### config.mk
export PLATFORM = sky130hd
export DESIGN_NAME = newton_nth_root_unit
export DESIGN_NICKNAME = d
export VERILOG_FILES = /design/src/nroot_pkg.sv /design/src/newton_nth_root_unit.sv /design/src/nroot_div.sv
export SDC_FILE = /design/constraint.sdc
export NUM_CORES = 2
export LEC_CHECK = 0
export BUFFER_PORTS_ARGS = -buffer_cell sky130_fd_sc_hd__buf_2
export CAP_MARGIN = 20
export CELL_PAD_IN_SITES_DETAIL_PLACEMENT = 0
export CELL_PAD_IN_SITES_GLOBAL_PLACEMENT = 2
export CORE_AREA = 3 3 406 408
export CTS_CLUSTER_DIAMETER = 100
export CTS_CLUSTER_SIZE = 16
export DETAILED_ROUTE_END_ITERATION = 12
export DIE_AREA = 0 0 409 411
export HOLD_SLACK_MARGIN = 0.05
export PLACE_DENSITY = 0.83
export SLEW_MARGIN = 20
export SYNTH_ARGS = -nofsm -noshare
export SYNTH_HDL_FRONTEND = slang
export SYNTH_SLANG_ARGS = --single-unit
### constraint.sdc
create_clock -name clock -period 11.4 [get_ports clock]
set_input_delay 1.71 -clock clock [delete_from_list [all_inputs] [get_ports clock]]
set_output_delay 1.71 -clock clock [all_outputs]
set_load 0.1 [all_outputs]
### src/nroot_pkg.sv
// ----------------------------------------------------------------------------
// nroot_pkg
// Shared constants and codes for the Newton n-th root unit.
// ----------------------------------------------------------------------------
package nroot_pkg;

   // default word format, signed fixed point
   localparam int DATA_BITS_DEF  = 32;
   localparam int FRAC_BITS_DEF  = 16;

   // fixed field widths
   localparam int ORDER_BITS     = 6;
   localparam int TOL_BITS       = 32;
   localparam int STEP_BITS      = 12;
   localparam int CSR_INDEX_BITS = 4;

   // multiplier digit taken per cycle
   localparam int MUL_DIGIT      = 16;

   // register indexes
   localparam logic [CSR_INDEX_BITS-1:0] CSR_TOLERANCE = 4'd0;
   localparam logic [CSR_INDEX_BITS-1:0] CSR_MAX_STEPS = 4'd1;

   // register reset values
   localparam logic [TOL_BITS-1:0]  TOL_RESET   = 32'd66;
   localparam logic [STEP_BITS-1:0] STEPS_RESET = 12'd64;

   // result status codes
   typedef enum logic [1:0] {
      STATUS_OK        = 2'd0,
      STATUS_BAD_ORDER = 2'd1,
      STATUS_NEG_EVEN  = 2'd2,
      STATUS_NO_CONV   = 2'd3
   } status_type;

endpackage

### src/newton_nth_root_unit.sv
// ----------------------------------------------------------------------------
// newton_nth_root_unit
// Newton iteration for the n-th root of a signed fixed-point radicand.
// ----------------------------------------------------------------------------
// One request is worked at a time; req_ready is low from acceptance until the
// result is loaded into the response register. Order below 2, an even root of
// a negative value and a zero radicand skip the arithmetic. Otherwise the
// start estimate takes one divide, and every Newton round takes the power
// chain of n-1 multiplies, each taken 16 bits of the multiplier at a time,
// plus three divides. The final error check adds the power chain and one
// divide. All power-chain products go through one DATA_BITS x 16 multiplier
// and all quotients through one bit-serial divider, so these two units set
// the rate.
module newton_nth_root_unit #(
   parameter int DATA_BITS = nroot_pkg::DATA_BITS_DEF,
   parameter int FRAC_BITS = nroot_pkg::FRAC_BITS_DEF
) (
   input  logic                                  clock,
   input  logic                                  reset,
   input  logic                                  req_valid,
   output logic                                  req_ready,
   input  logic signed [DATA_BITS-1:0]           req_radicand,
   input  logic [nroot_pkg::ORDER_BITS-1:0]      req_order,
   output logic                                  rsp_valid,
   input  logic                                  rsp_ready,
   output logic signed [DATA_BITS-1:0]           rsp_root,
   output logic [DATA_BITS-1:0]                  rsp_rel_error,
   output logic [1:0]                            rsp_status,
   input  logic                                  csr_valid,
   output logic                                  csr_ready,
   input  logic [nroot_pkg::CSR_INDEX_BITS-1:0]  csr_index,
   input  logic [nroot_pkg::TOL_BITS-1:0]        csr_data
);
   import nroot_pkg::*;

   localparam int W    = DATA_BITS;
   localparam int NW   = W + 1 + FRAC_BITS;
   localparam int NDIG = (W + MUL_DIGIT - 1) / MUL_DIGIT;
   localparam int BPW  = NDIG * MUL_DIGIT;
   localparam int PW   = BPW + W;
   localparam int CW   = (W > TOL_BITS) ? W : TOL_BITS;
   localparam int MCW  = (NDIG > 1) ? $clog2(NDIG) : 1;
   localparam logic [W-1:0] LIM    = {1'b1, {(W-1){1'b0}}};
   localparam logic [W-1:0] MAXMAG = {1'b0, {(W-1){1'b1}}};

   typedef enum logic [2:0] {
      S_IDLE, S_INIT, S_POW, S_ERRS, S_ERR, S_UPD1, S_UPD2, S_DONE
   } state_type;

   // clamp a magnitude to the signed range of its sign
   function automatic logic [W-1:0] sat_mag(input logic neg, input logic [W:0] m);
      logic [W:0] lim;
      lim = neg ? {1'b0, LIM} : {1'b0, MAXMAG};
      return (m > lim) ? lim[W-1:0] : m[W-1:0];
   endfunction

   state_type             state_ff;
   logic [TOL_BITS-1:0]   tol_ff;
   logic [STEP_BITS-1:0]  steps_max_ff;
   logic [STEP_BITS-1:0]  steps_ff;
   logic                  s_neg_ff;
   logic [W-1:0]          s_mag_ff;
   logic [ORDER_BITS-1:0] n_ff;
   logic                  r_neg_ff;
   logic [W-1:0]          r_mag_ff;
   logic                  p_neg_ff;
   logic [W-1:0]          p_mag_ff;
   logic                  pm1_neg_ff;
   logic [W-1:0]          pm1_mag_ff;
   logic                  t1_neg_ff;
   logic [W-1:0]          t1_mag_ff;
   logic [ORDER_BITS-1:0] k_ff;
   logic [PW-1:0]         acc_ff;
   logic [BPW-1:0]        b_ff;
   logic [MCW-1:0]        mcnt_ff;
   logic [W-1:0]          err_ff;
   status_type            status_ff;
   logic                  div_start_ff;
   logic [NW-1:0]         div_num_ff;
   logic [W-1:0]          div_den_ff;
   logic                  rsp_valid_ff;
   logic [W-1:0]          rsp_root_ff;
   logic [W-1:0]          rsp_err_ff;
   status_type            rsp_status_ff;

   logic                  div_done;
   logic [NW-1:0]         div_quot;

   logic [W+MUL_DIGIT-1:0] pprod_in;
   logic [PW-1:0]         acc_in;
   logic [PW-1:0]         mul_sh_in;
   logic [W:0]            mul_m_in;
   logic                  pn_neg_in;
   logic [W-1:0]          pn_mag_in;
   logic                  pn_negf_in;
   logic [W:0]            d_in;
   logic [W:0]            qm_in;
   logic [W-1:0]          err_sat_in;
   logic [W+ORDER_BITS-1:0] dprod_in;
   logic [W-1:0]          den_upd_in;
   logic [W-1:0]          t1m_in;
   logic                  t2_neg_in;
   logic [W-1:0]          t2_mag_in;
   logic                  rn_neg_in;
   logic [W-1:0]          rn_mag_in;
   logic                  a_neg_in;
   logic [W-1:0]          a_mag_in;
   logic                  in_neg_in;
   logic [W-1:0]          in_mag_in;
   logic                  req_take;

   nroot_div #(
      .NUM_BITS (NW),
      .DEN_BITS (W)
   ) u_div (
      .clock (clock),
      .reset (reset),
      .start (div_start_ff),
      .num   (div_num_ff),
      .den   (div_den_ff),
      .done  (div_done),
      .quot  (div_quot)
   );

   assign req_take = req_valid && req_ready;

   always_comb begin
      // multiply-accumulate one digit of r, top digit first
      pprod_in  = p_mag_ff * b_ff[BPW-1 -: MUL_DIGIT];
      acc_in    = (acc_ff << MUL_DIGIT) + PW'(pprod_in);
      mul_sh_in = acc_in >> FRAC_BITS;
      mul_m_in  = (|(mul_sh_in >> (W + 1))) ? {1'b1, {W{1'b0}}} : mul_sh_in[W:0];
      pn_neg_in = p_neg_ff ^ r_neg_ff;
      pn_mag_in = sat_mag(pn_neg_in, mul_m_in);
      pn_negf_in = pn_neg_in && (pn_mag_in != '0);

      // distance between radicand and power
      if (s_neg_ff == p_neg_ff) begin
         d_in = (s_mag_ff >= p_mag_ff) ? {1'b0, s_mag_ff - p_mag_ff}
                                       : {1'b0, p_mag_ff - s_mag_ff};
      end else begin
         d_in = {1'b0, s_mag_ff} + {1'b0, p_mag_ff};
      end

      // saturate the divider quotient two ways
      qm_in      = (|(div_quot >> (W + 1))) ? {1'b1, {W{1'b0}}} : div_quot[W:0];
      err_sat_in = (|(div_quot >> W)) ? {W{1'b1}} : div_quot[W-1:0];

      // divisor of the update: n * r^(n-1), saturated
      dprod_in   = pm1_mag_ff * n_ff;
      den_upd_in = (dprod_in > (W + ORDER_BITS)'(MAXMAG)) ? MAXMAG : dprod_in[W-1:0];

      t1m_in     = r_mag_ff - div_quot[W-1:0];

      // second term and signed sum
      t2_mag_in  = sat_mag(s_neg_ff ^ pm1_neg_ff, qm_in);
      t2_neg_in  = (s_neg_ff ^ pm1_neg_ff) && (t2_mag_in != '0);
      if (t1_neg_ff == t2_neg_in) begin
         rn_mag_in = sat_mag(t1_neg_ff, {1'b0, t1_mag_ff} + {1'b0, t2_mag_in});
         rn_neg_in = t1_neg_ff && (rn_mag_in != '0);
      end else if (t1_mag_ff >= t2_mag_in) begin
         rn_mag_in = t1_mag_ff - t2_mag_in;
         rn_neg_in = t1_neg_ff && (rn_mag_in != '0);
      end else begin
         rn_mag_in = t2_mag_in - t1_mag_ff;
         rn_neg_in = t2_neg_in;
      end

      // root that opens the power chain
      a_neg_in = (state_ff == S_INIT) ? (s_neg_ff && (div_quot[W-1:0] != '0)) : rn_neg_in;
      a_mag_in = (state_ff == S_INIT) ? div_quot[W-1:0] : rn_mag_in;

      // split the incoming radicand into sign and magnitude
      in_neg_in = req_radicand[W-1];
      in_mag_in = in_neg_in ? (~req_radicand + 1'b1) : req_radicand;
   end

   always_ff @(posedge clock) begin
      if (reset) begin
         state_ff     <= S_IDLE;
         tol_ff       <= TOL_RESET;
         steps_max_ff <= STEPS_RESET;
         div_start_ff <= 1'b0;
         rsp_valid_ff <= 1'b0;
      end else begin
         // configuration writes
         if (csr_valid) begin
            if (csr_index == CSR_TOLERANCE) begin
               tol_ff <= csr_data;
            end else if (csr_index == CSR_MAX_STEPS) begin
               steps_max_ff <= csr_data[STEP_BITS-1:0];
            end
         end

         // drop the response once taken, unless a new one loads now
         if (rsp_valid_ff && rsp_ready && (state_ff != S_DONE)) begin
            rsp_valid_ff <= 1'b0;
         end

         case (state_ff)
            S_IDLE: begin
               if (req_take) begin
                  s_neg_ff <= in_neg_in;
                  s_mag_ff <= in_mag_in;
                  n_ff     <= req_order;
                  steps_ff <= '0;
                  r_neg_ff <= 1'b0;
                  r_mag_ff <= '0;
                  err_ff   <= '0;
                  if (req_order < ORDER_BITS'(2)) begin
                     status_ff    <= STATUS_BAD_ORDER;
                     div_start_ff <= 1'b0;
                     state_ff     <= S_DONE;
                  end else if (!req_order[0] && in_neg_in) begin
                     status_ff    <= STATUS_NEG_EVEN;
                     div_start_ff <= 1'b0;
                     state_ff     <= S_DONE;
                  end else if (in_mag_in == '0) begin
                     status_ff    <= STATUS_OK;
                     div_start_ff <= 1'b0;
                     state_ff     <= S_DONE;
                  end else begin
                     div_num_ff   <= NW'(in_mag_in);
                     div_den_ff   <= W'(req_order);
                     div_start_ff <= 1'b1;
                     state_ff     <= S_INIT;
                  end
               end else begin
                  div_start_ff <= 1'b0;
               end
            end
            S_INIT, S_UPD2: begin
               div_start_ff <= 1'b0;
               if (div_done) begin
                  // load new root and open the power chain
                  r_neg_ff   <= a_neg_in;
                  r_mag_ff   <= a_mag_in;
                  p_neg_ff   <= a_neg_in;
                  p_mag_ff   <= a_mag_in;
                  pm1_neg_ff <= a_neg_in;
                  pm1_mag_ff <= a_mag_in;
                  b_ff       <= BPW'(a_mag_in);
                  acc_ff     <= '0;
                  mcnt_ff    <= '0;
                  k_ff       <= ORDER_BITS'(2);
                  if (state_ff == S_UPD2) begin
                     steps_ff <= steps_ff + 1'b1;
                  end
                  state_ff   <= S_POW;
               end
            end
            S_POW: begin
               div_start_ff <= 1'b0;
               if (mcnt_ff == MCW'(NDIG - 1)) begin
                  p_neg_ff <= pn_negf_in;
                  p_mag_ff <= pn_mag_in;
                  acc_ff   <= '0;
                  b_ff     <= BPW'(r_mag_ff);
                  mcnt_ff  <= '0;
                  k_ff     <= k_ff + 1'b1;
                  if (k_ff == n_ff - 1'b1) begin
                     pm1_neg_ff <= pn_negf_in;
                     pm1_mag_ff <= pn_mag_in;
                  end
                  if (k_ff == n_ff) begin
                     state_ff <= S_ERRS;
                  end
               end else begin
                  acc_ff  <= acc_in;
                  b_ff    <= b_ff << MUL_DIGIT;
                  mcnt_ff <= mcnt_ff + 1'b1;
               end
            end
            S_ERRS: begin
               div_num_ff   <= NW'(d_in) << FRAC_BITS;
               div_den_ff   <= s_mag_ff;
               div_start_ff <= 1'b1;
               state_ff     <= S_ERR;
            end
            S_ERR: begin
               if (div_done) begin
                  err_ff <= err_sat_in;
                  if (CW'(err_sat_in) <= CW'(tol_ff)) begin
                     status_ff    <= STATUS_OK;
                     div_start_ff <= 1'b0;
                     state_ff     <= S_DONE;
                  end else if (steps_ff >= steps_max_ff) begin
                     status_ff    <= STATUS_NO_CONV;
                     div_start_ff <= 1'b0;
                     state_ff     <= S_DONE;
                  end else begin
                     div_num_ff   <= NW'(r_mag_ff);
                     div_den_ff   <= W'(n_ff);
                     div_start_ff <= 1'b1;
                     state_ff     <= S_UPD1;
                  end
               end else begin
                  div_start_ff <= 1'b0;
               end
            end
            S_UPD1: begin
               if (div_done) begin
                  t1_mag_ff    <= t1m_in;
                  t1_neg_ff    <= r_neg_ff && (t1m_in != '0);
                  div_num_ff   <= NW'(s_mag_ff) << FRAC_BITS;
                  div_den_ff   <= den_upd_in;
                  div_start_ff <= 1'b1;
                  state_ff     <= S_UPD2;
               end else begin
                  div_start_ff <= 1'b0;
               end
            end
            S_DONE: begin
               div_start_ff <= 1'b0;
               // hold until the response register is free
               if (!rsp_valid_ff || rsp_ready) begin
                  rsp_root_ff   <= r_neg_ff ? (~r_mag_ff + 1'b1) : r_mag_ff;
                  rsp_err_ff    <= err_ff;
                  rsp_status_ff <= status_ff;
                  rsp_valid_ff  <= 1'b1;
                  state_ff      <= S_IDLE;
               end
            end
            default: begin
               div_start_ff <= 1'b0;
               state_ff     <= S_IDLE;
            end
         endcase
      end
   end

   assign req_ready     = (state_ff == S_IDLE);
   assign csr_ready     = 1'b1;
   assign rsp_valid     = rsp_valid_ff;
   assign rsp_root      = rsp_root_ff;
   assign rsp_rel_error = rsp_err_ff;
   assign rsp_status    = rsp_status_ff;

endmodule

### src/nroot_div.sv
// ----------------------------------------------------------------------------
// nroot_div
// Restoring unsigned divider, one quotient bit per cycle. Full quotient is
// returned; the caller saturates it. A zero divisor gives an all-ones quotient.
// ----------------------------------------------------------------------------
module nroot_div #(
   parameter int NUM_BITS = 49,
   parameter int DEN_BITS = 32
) (
   input  logic                clock,
   input  logic                reset,
   input  logic                start,
   input  logic [NUM_BITS-1:0] num,
   input  logic [DEN_BITS-1:0] den,
   output logic                done,
   output logic [NUM_BITS-1:0] quot
);
   localparam int CNT_BITS = $clog2(NUM_BITS + 1);

   logic [NUM_BITS-1:0] quot_ff;
   logic [DEN_BITS-1:0] rem_ff;
   logic [DEN_BITS-1:0] den_ff;
   logic [CNT_BITS-1:0] cnt_ff;
   logic                busy_ff;
   logic                done_ff;
   logic [DEN_BITS:0]   rem_sh_in;
   logic                take_in;
   logic [DEN_BITS:0]   rem_sub_in;

   // shift in the next numerator bit and trial subtract
   always_comb begin
      rem_sh_in  = {rem_ff, quot_ff[NUM_BITS-1]};
      take_in    = rem_sh_in >= {1'b0, den_ff};
      rem_sub_in = rem_sh_in - {1'b0, den_ff};
   end

   always_ff @(posedge clock) begin
      if (reset) begin
         busy_ff <= 1'b0;
         done_ff <= 1'b0;
         cnt_ff  <= '0;
      end else begin
         if (start) begin
            quot_ff <= num;
            den_ff  <= den;
            rem_ff  <= '0;
            cnt_ff  <= CNT_BITS'(NUM_BITS);
            busy_ff <= 1'b1;
            done_ff <= 1'b0;
         end else if (busy_ff) begin
            rem_ff  <= take_in ? rem_sub_in[DEN_BITS-1:0] : rem_sh_in[DEN_BITS-1:0];
            quot_ff <= {quot_ff[NUM_BITS-2:0], take_in};
            cnt_ff  <= cnt_ff - 1'b1;
            done_ff <= (cnt_ff == CNT_BITS'(1));
            if (cnt_ff == CNT_BITS'(1)) begin
               busy_ff <= 1'b0;
            end
         end else begin
            done_ff <= 1'b0;
         end
      end
   end

   assign done = done_ff;
   assign quot = quot_ff;

endmodule
# --- Word-level counts from Yosys, hierarchy flattened ---
# Index checks and enable logic that the tools add are counted.
word_totals:
  output_inout_bits: 69
  input_bits: 79
  word_cells: 263
  ff_bits: 621
classes:
  n_bitwise: 7
  order_cmp: 10
  n_eq_ne: 30
  n_reduce_logical: 50
  multipliers: 2
  addsub: 16
  muxes: 113
op_table:
  columns: ["op", "count"]
  rows:
  - ["$mux W32", 31]
  - ["$mux W49", 10]
  - ["$pmux W32 S2", 5]
  - ["$pmux W49 S4", 1]
  - ["$reduce_bool A32 Y1", 6]
  - ["$sub A32 B32 Y32", 6]
  - ["$pmux W32 S4", 1]
  - ["$gt A33 B32 Y1", 3]
  - ["$mux W33", 3]
  - ["$mux W48", 2]
  - ["$pmux W48 S2", 1]
  - ["$add A32 B32 Y33", 2]
  - ["$add A32 B1 Y32 const B", 2]
  - ["$add A64 B48 Y64", 1]
  - ["$ge A32 B32 Y1", 2]
  - ["$not A32 Y32", 2]
  - ["$mul A32 B16 Y48", 1]
  - ["$gt A38 B31 Y1 const B", 1]
  - ["$mul A32 B6 Y38", 1]
  - ["$mux W12", 3]
  - ["$ge A33 B32 Y1", 1]
  - ["$le A32 B32 Y1", 1]
  - ["$logic_not A32 Y1", 1]
  - ["$mux W3", 10]
  - ["other kinds (48)", 131]

# --- Longest topological paths before layout ---
depth:
  depth_word: 13
  depth_mapped: 46
  depth_no_buf: 41

# --- By module ---
# Synthesis repeated with hierarchy kept, for this count alone.
hier_totals:
  cells_unflattened: 7735
  hier_area_um2: 69216.4
modules_own_cells:
  columns: ["mod", "cells_per_inst", "area_each_um2", "seq_area_each_um2", "instances"]
  rows:
  - ["newton_nth_root_unit", 7105, 62193.4, 14523.9, 1]
  - ["nroot_div", 630, 7023.0, 3553.4, 1]

# --- Worst setup path after synthesis ---
# No wires, ideal clock.
synth_timing:
  kind: "input to register"
  from: "in req_radicand[17]"
  to: "reg div_den_ff[0], enable pin"
  cell_stages: 11
  setup_time_ns: 0.641
  required_ns: 10.759
  path_slack_ns: 0.881
  n_path_buf: 0
  arrival_ns: 9.879
  cell_sequence: "or4_1 > or2_2 > or2_2 > o31ai_1 > xnor2_1 > nor3_1 > and3_1 > a31oi_1 > and2_1 > a31oi_1 > a211oi_1"
synth_between:
  elab_chain_cells: 6
synth_rtl:
  columns: ["item", "line_no", "source"]
  rows:
  - ["start: declaration", "newton_nth_root_unit.sv:22", "input logic signed [DATA_BITS-1:0] req_radicand,"]
  - ["$not A32 Y32", "newton_nth_root_unit.sv:175", "in_mag_in = in_neg_in ? (~req_radicand + 1'b1) : req_radicand;"]
  - ["$add A32 B1 Y32", "newton_nth_root_unit.sv:175", null]
  - ["$mux W32", "newton_nth_root_unit.sv:175", null]
  - ["via in_mag_in[22]", "newton_nth_root_unit.sv:109", "logic [W-1:0] in_mag_in;"]
  - ["$logic_not A32 Y1", "newton_nth_root_unit.sv:218", "end else if (in_mag_in == '0) begin"]
  - ["$ne A2 B2 Y1 (no source line)", null, null]
  - ["$reduce_and A10 Y1 (no source line)", null, null]
  - ["end signal: assignment", "newton_nth_root_unit.sv:224", "div_den_ff <= W'(req_order);"]
  - ["end signal: assignment", "newton_nth_root_unit.sv:276", "div_den_ff <= s_mag_ff;"]
  - ["end signal: assignment", "newton_nth_root_unit.sv:293", "div_den_ff <= W'(n_ff);"]
  - ["end: declaration", "newton_nth_root_unit.sv:80", "logic [W-1:0] div_den_ff;"]
# The timed path passes the listed nets, and every way through them passes these cells.
# A chain may end at the register's enable or synchronous reset.

# --- Final worst setup path ---
layout_timing:
  from: "reg b_ff[20]"
  to: "reg pm1_mag_ff[22] (data pin)"
layout_between:
  elab_chain_cells: 9
layout_rtl:
  columns: ["item", "line_no", "source"]
  rows:
  - ["start: declaration", "newton_nth_root_unit.sv:74", "logic [BPW-1:0] b_ff;"]
  - ["start signal: assignment", "newton_nth_root_unit.sv:242", "b_ff <= BPW'(a_mag_in);"]
  - ["start signal: assignment", "newton_nth_root_unit.sv:258", "b_ff <= BPW'(r_mag_ff);"]
  - ["start signal: assignment", "newton_nth_root_unit.sv:270", "b_ff <= b_ff << MUL_DIGIT;"]
  - ["$mul A32 B16 Y48 *", "newton_nth_root_unit.sv:129", "pprod_in = p_mag_ff * b_ff[BPW-1 -: MUL_DIGIT];"]
  - ["$add A64 B48 Y64 *", "newton_nth_root_unit.sv:130", "acc_in = (acc_ff << MUL_DIGIT) + PW'(pprod_in);"]
  - ["$reduce_or A15 Y1", "newton_nth_root_unit.sv:132", "mul_m_in = (|(mul_sh_in >> (W + 1))) ? {1'b1, {W{1'b0}}} : mul_sh_in[W:0];"]
  - ["$mux W33 *", "newton_nth_root_unit.sv:132", null]
  - ["$gt A33 B32 Y1", "newton_nth_root_unit.sv:54", "return (m > lim) ? lim[W-1:0] : m[W-1:0];"]
  - ["$mux W32 *", "newton_nth_root_unit.sv:54", null]
  - ["$mux W32 *", "newton_nth_root_unit.sv:261", "if (k_ff == n_ff - 1'b1) begin"]
  - ["$mux W32 *", "newton_nth_root_unit.sv:254", "if (mcnt_ff == MCW'(NDIG - 1)) begin"]
  - ["$pmux W32 S2 *", "newton_nth_root_unit.sv:200", "case (state_ff)"]
  - ["end signal: assignment", "newton_nth_root_unit.sv:241", "pm1_mag_ff <= a_mag_in;"]
  - ["end signal: assignment", "newton_nth_root_unit.sv:263", "pm1_mag_ff <= pn_mag_in;"]
  - ["end: declaration", "newton_nth_root_unit.sv:69", "logic [W-1:0] pm1_mag_ff;"]
# Every way passes the cells marked *; elsewhere a longest branch is shown, timed or not. The select of a mux whose other input is x is not followed.

==> run metrics <==
Sink Count 621; R2R Setup Slk 0.42 ns; Area Growth Syn to Fin 10.2%; IO buf count 146; post-route cell area 0.0748 sq mm; total core area 0.162 sq mm; max-slew violation count 0; Clk Latency, worst-skew pair 0.72 ns; fmax 91.0 MHz; Top delay family on crit path adder cells; CTS clock-pin slew for the worst setup and hold paths 0.07 ns; Nets 9020; All-Layer GR Usage 31.1%; Data required, critical path 11.83 ns; CP Class reg -> reg; first drt pass iteration count 9; asr flop ratio synth 0%; Synth Register Bits 621; placed insts 9855; final hold violations 0; full die area 0.168 sq mm; DR vias/cell 5.84; Worst Tran Pin Value 1.21 ns; Crit Path Max Fanout 32; RSZ-0062 raised after global routing yes; critical path's most frequent cell fa_1; CP max-delay cell or4b_1; crit path time final 10.98 ns; Initial Util 41.9%; initial antenna violation count 19; Layout Utilization 46.1%; CTS Buffer Depth 3; pre-CTS setup slack -0.110 ns; Synth Instances 7606; Ys Warns 0; DRT iter0 DRCs 6530; Max Cap Viol 0; # DRC 0; die height 411 microns; Synth Flop Type edfxtp_1; Critical Path Max Stage Delay 0.56 ns; EDFF count, synth 564; TritonCTS clock tree done; largest net degree at the start of global routing 68; Setup Viol. Count Final 0; num rows 148; routed length per instance 26.7 microns; CTS buffer count 53; status finished, final reports clean; Finished Layout Cells 9999; Root Buffer clkbuf_16; syn_nets 8846; Final ANT Viol Nets 0; WP buf/inv 8; worst hold path class reg -> reg; gr ovfl total 0; crit start category flip-flop; GPL Wtd Cong 0.993; drt total wl 267000 microns; post-synthesis sequential area ratio 26.6%; placed cell area 0.0724 sq mm; Die Wd 409 microns; worst rel slew slack 18.8%; IO Count 148; final worst setup slack 0.416 ns; Cell variety after synth 101; first-pass GRT wire length 389000 microns; layout cells sized above 1 8.67%; nature of the critical path endpoint flip-flop; Detail Placement HPWL 215000 microns; Arrival @ worst endpoint 11.41 ns; vias in the first global route 56600; Netlist Area Pre-Place 0.0679 sq mm; cts hold-fix bufs 0; via count 58400; clock skew 0.0653 ns; synthesized area per cell 8.92 sq um; htree depth 2; Tcrit/Tclk final 96.4%
## cell usage after synthesis (113+ instances only)
master | count | share of area, %
inv_1 | 1028 | 5.7
nand2_1 | 917 | 5.1
ha_1 | 582 | 11
a21oi_1 | 579 | 4.3
fa_1 | 579 | 17
edfxtp_1 | 564 | 25
nor2_1 | 492 | 2.7
clkbuf_1 | 306 | 1.7
o21ai_0 | 305 | 2.2
and2_1 | 300 | 2.8
xnor2_1 | 236 | 3.0
a21o_1 | 183 | 2.0
nor3_1 | 113 | 0.83
## per-stage QoR
stage	hold slack, ns	setup TNS [ns]
CTS	0.404	0
detailed placement	0.405	-0.226
finish	0.407	0
global route	0.415	0
global placement	0.401	-1.08
floorplan	0.400	0
## per-layer routing
metal | global-route usage, % | wire [microns]
met5 | 0 | 57
met4 | 10.2 | 10100
met1 | 45.0 | 117000
met2 | 46.1 | 114000
met3 | 6.82 | 26500
## path summary, 6_finish.rpt
check	startpoint	endpoint	cells past startpoint
min reg2reg	err_ff[14]	rsp_rel_error[14]	0
max reg2reg	b_ff[20]	pm1_mag_ff[22]	41
max	b_ff[20]	pm1_mag_ff[22]	41
min	err_ff[14]	rsp_rel_error[14]	0
## layout by cell type, fill, tap and decap left out, types with 92 or more instances in the layout
master / instances
nand3_1: 92
xnor2_1: 235
buf_4: 299
ha_1: 582
a21o_1: 183
inv_1: 1028
edfxtp_1: 564
o21ai_0: 305
nor3_1: 110
nor2_1: 486
a21oi_1: 576
fa_1: 579
buf_2: 146
nand2_1: 916
and2_1: 299
## logic make-up after synthesis
family,synth area share [%]
compound gates,16.1
xor+xnor,4.08
fa+ha+maj,27.8
buf+inv,7.74
flops,26.6
mux,1.67
other cells,0.00553
simple gates,15.9
## cell type report
type                            instances  area (sq um)
Antenna cell                            7          17.5
Sequential cell                       621         18100
Fill cell                           15900         87300
Clock inverter                         19           287
Clock buffer                           73          1400
Tap cell                             2175          2720
Inverter                             1031          3870
Multi-Input combinational cell       5601         44900
Timing Repair Buffer                  472          3520
## timing repair
item | CTS | global route
resized for setup | 3 | 20
hold endpoints to repair | 0 | 0
endpoints found under the setup margin | 5 | 70
pin swaps | 0 | 1
setup buffers | 7 | 36
Power is left out: the tool's default activity adds up to more than one toggle a clock period on the data nets, which glitch-free logic cannot reach.
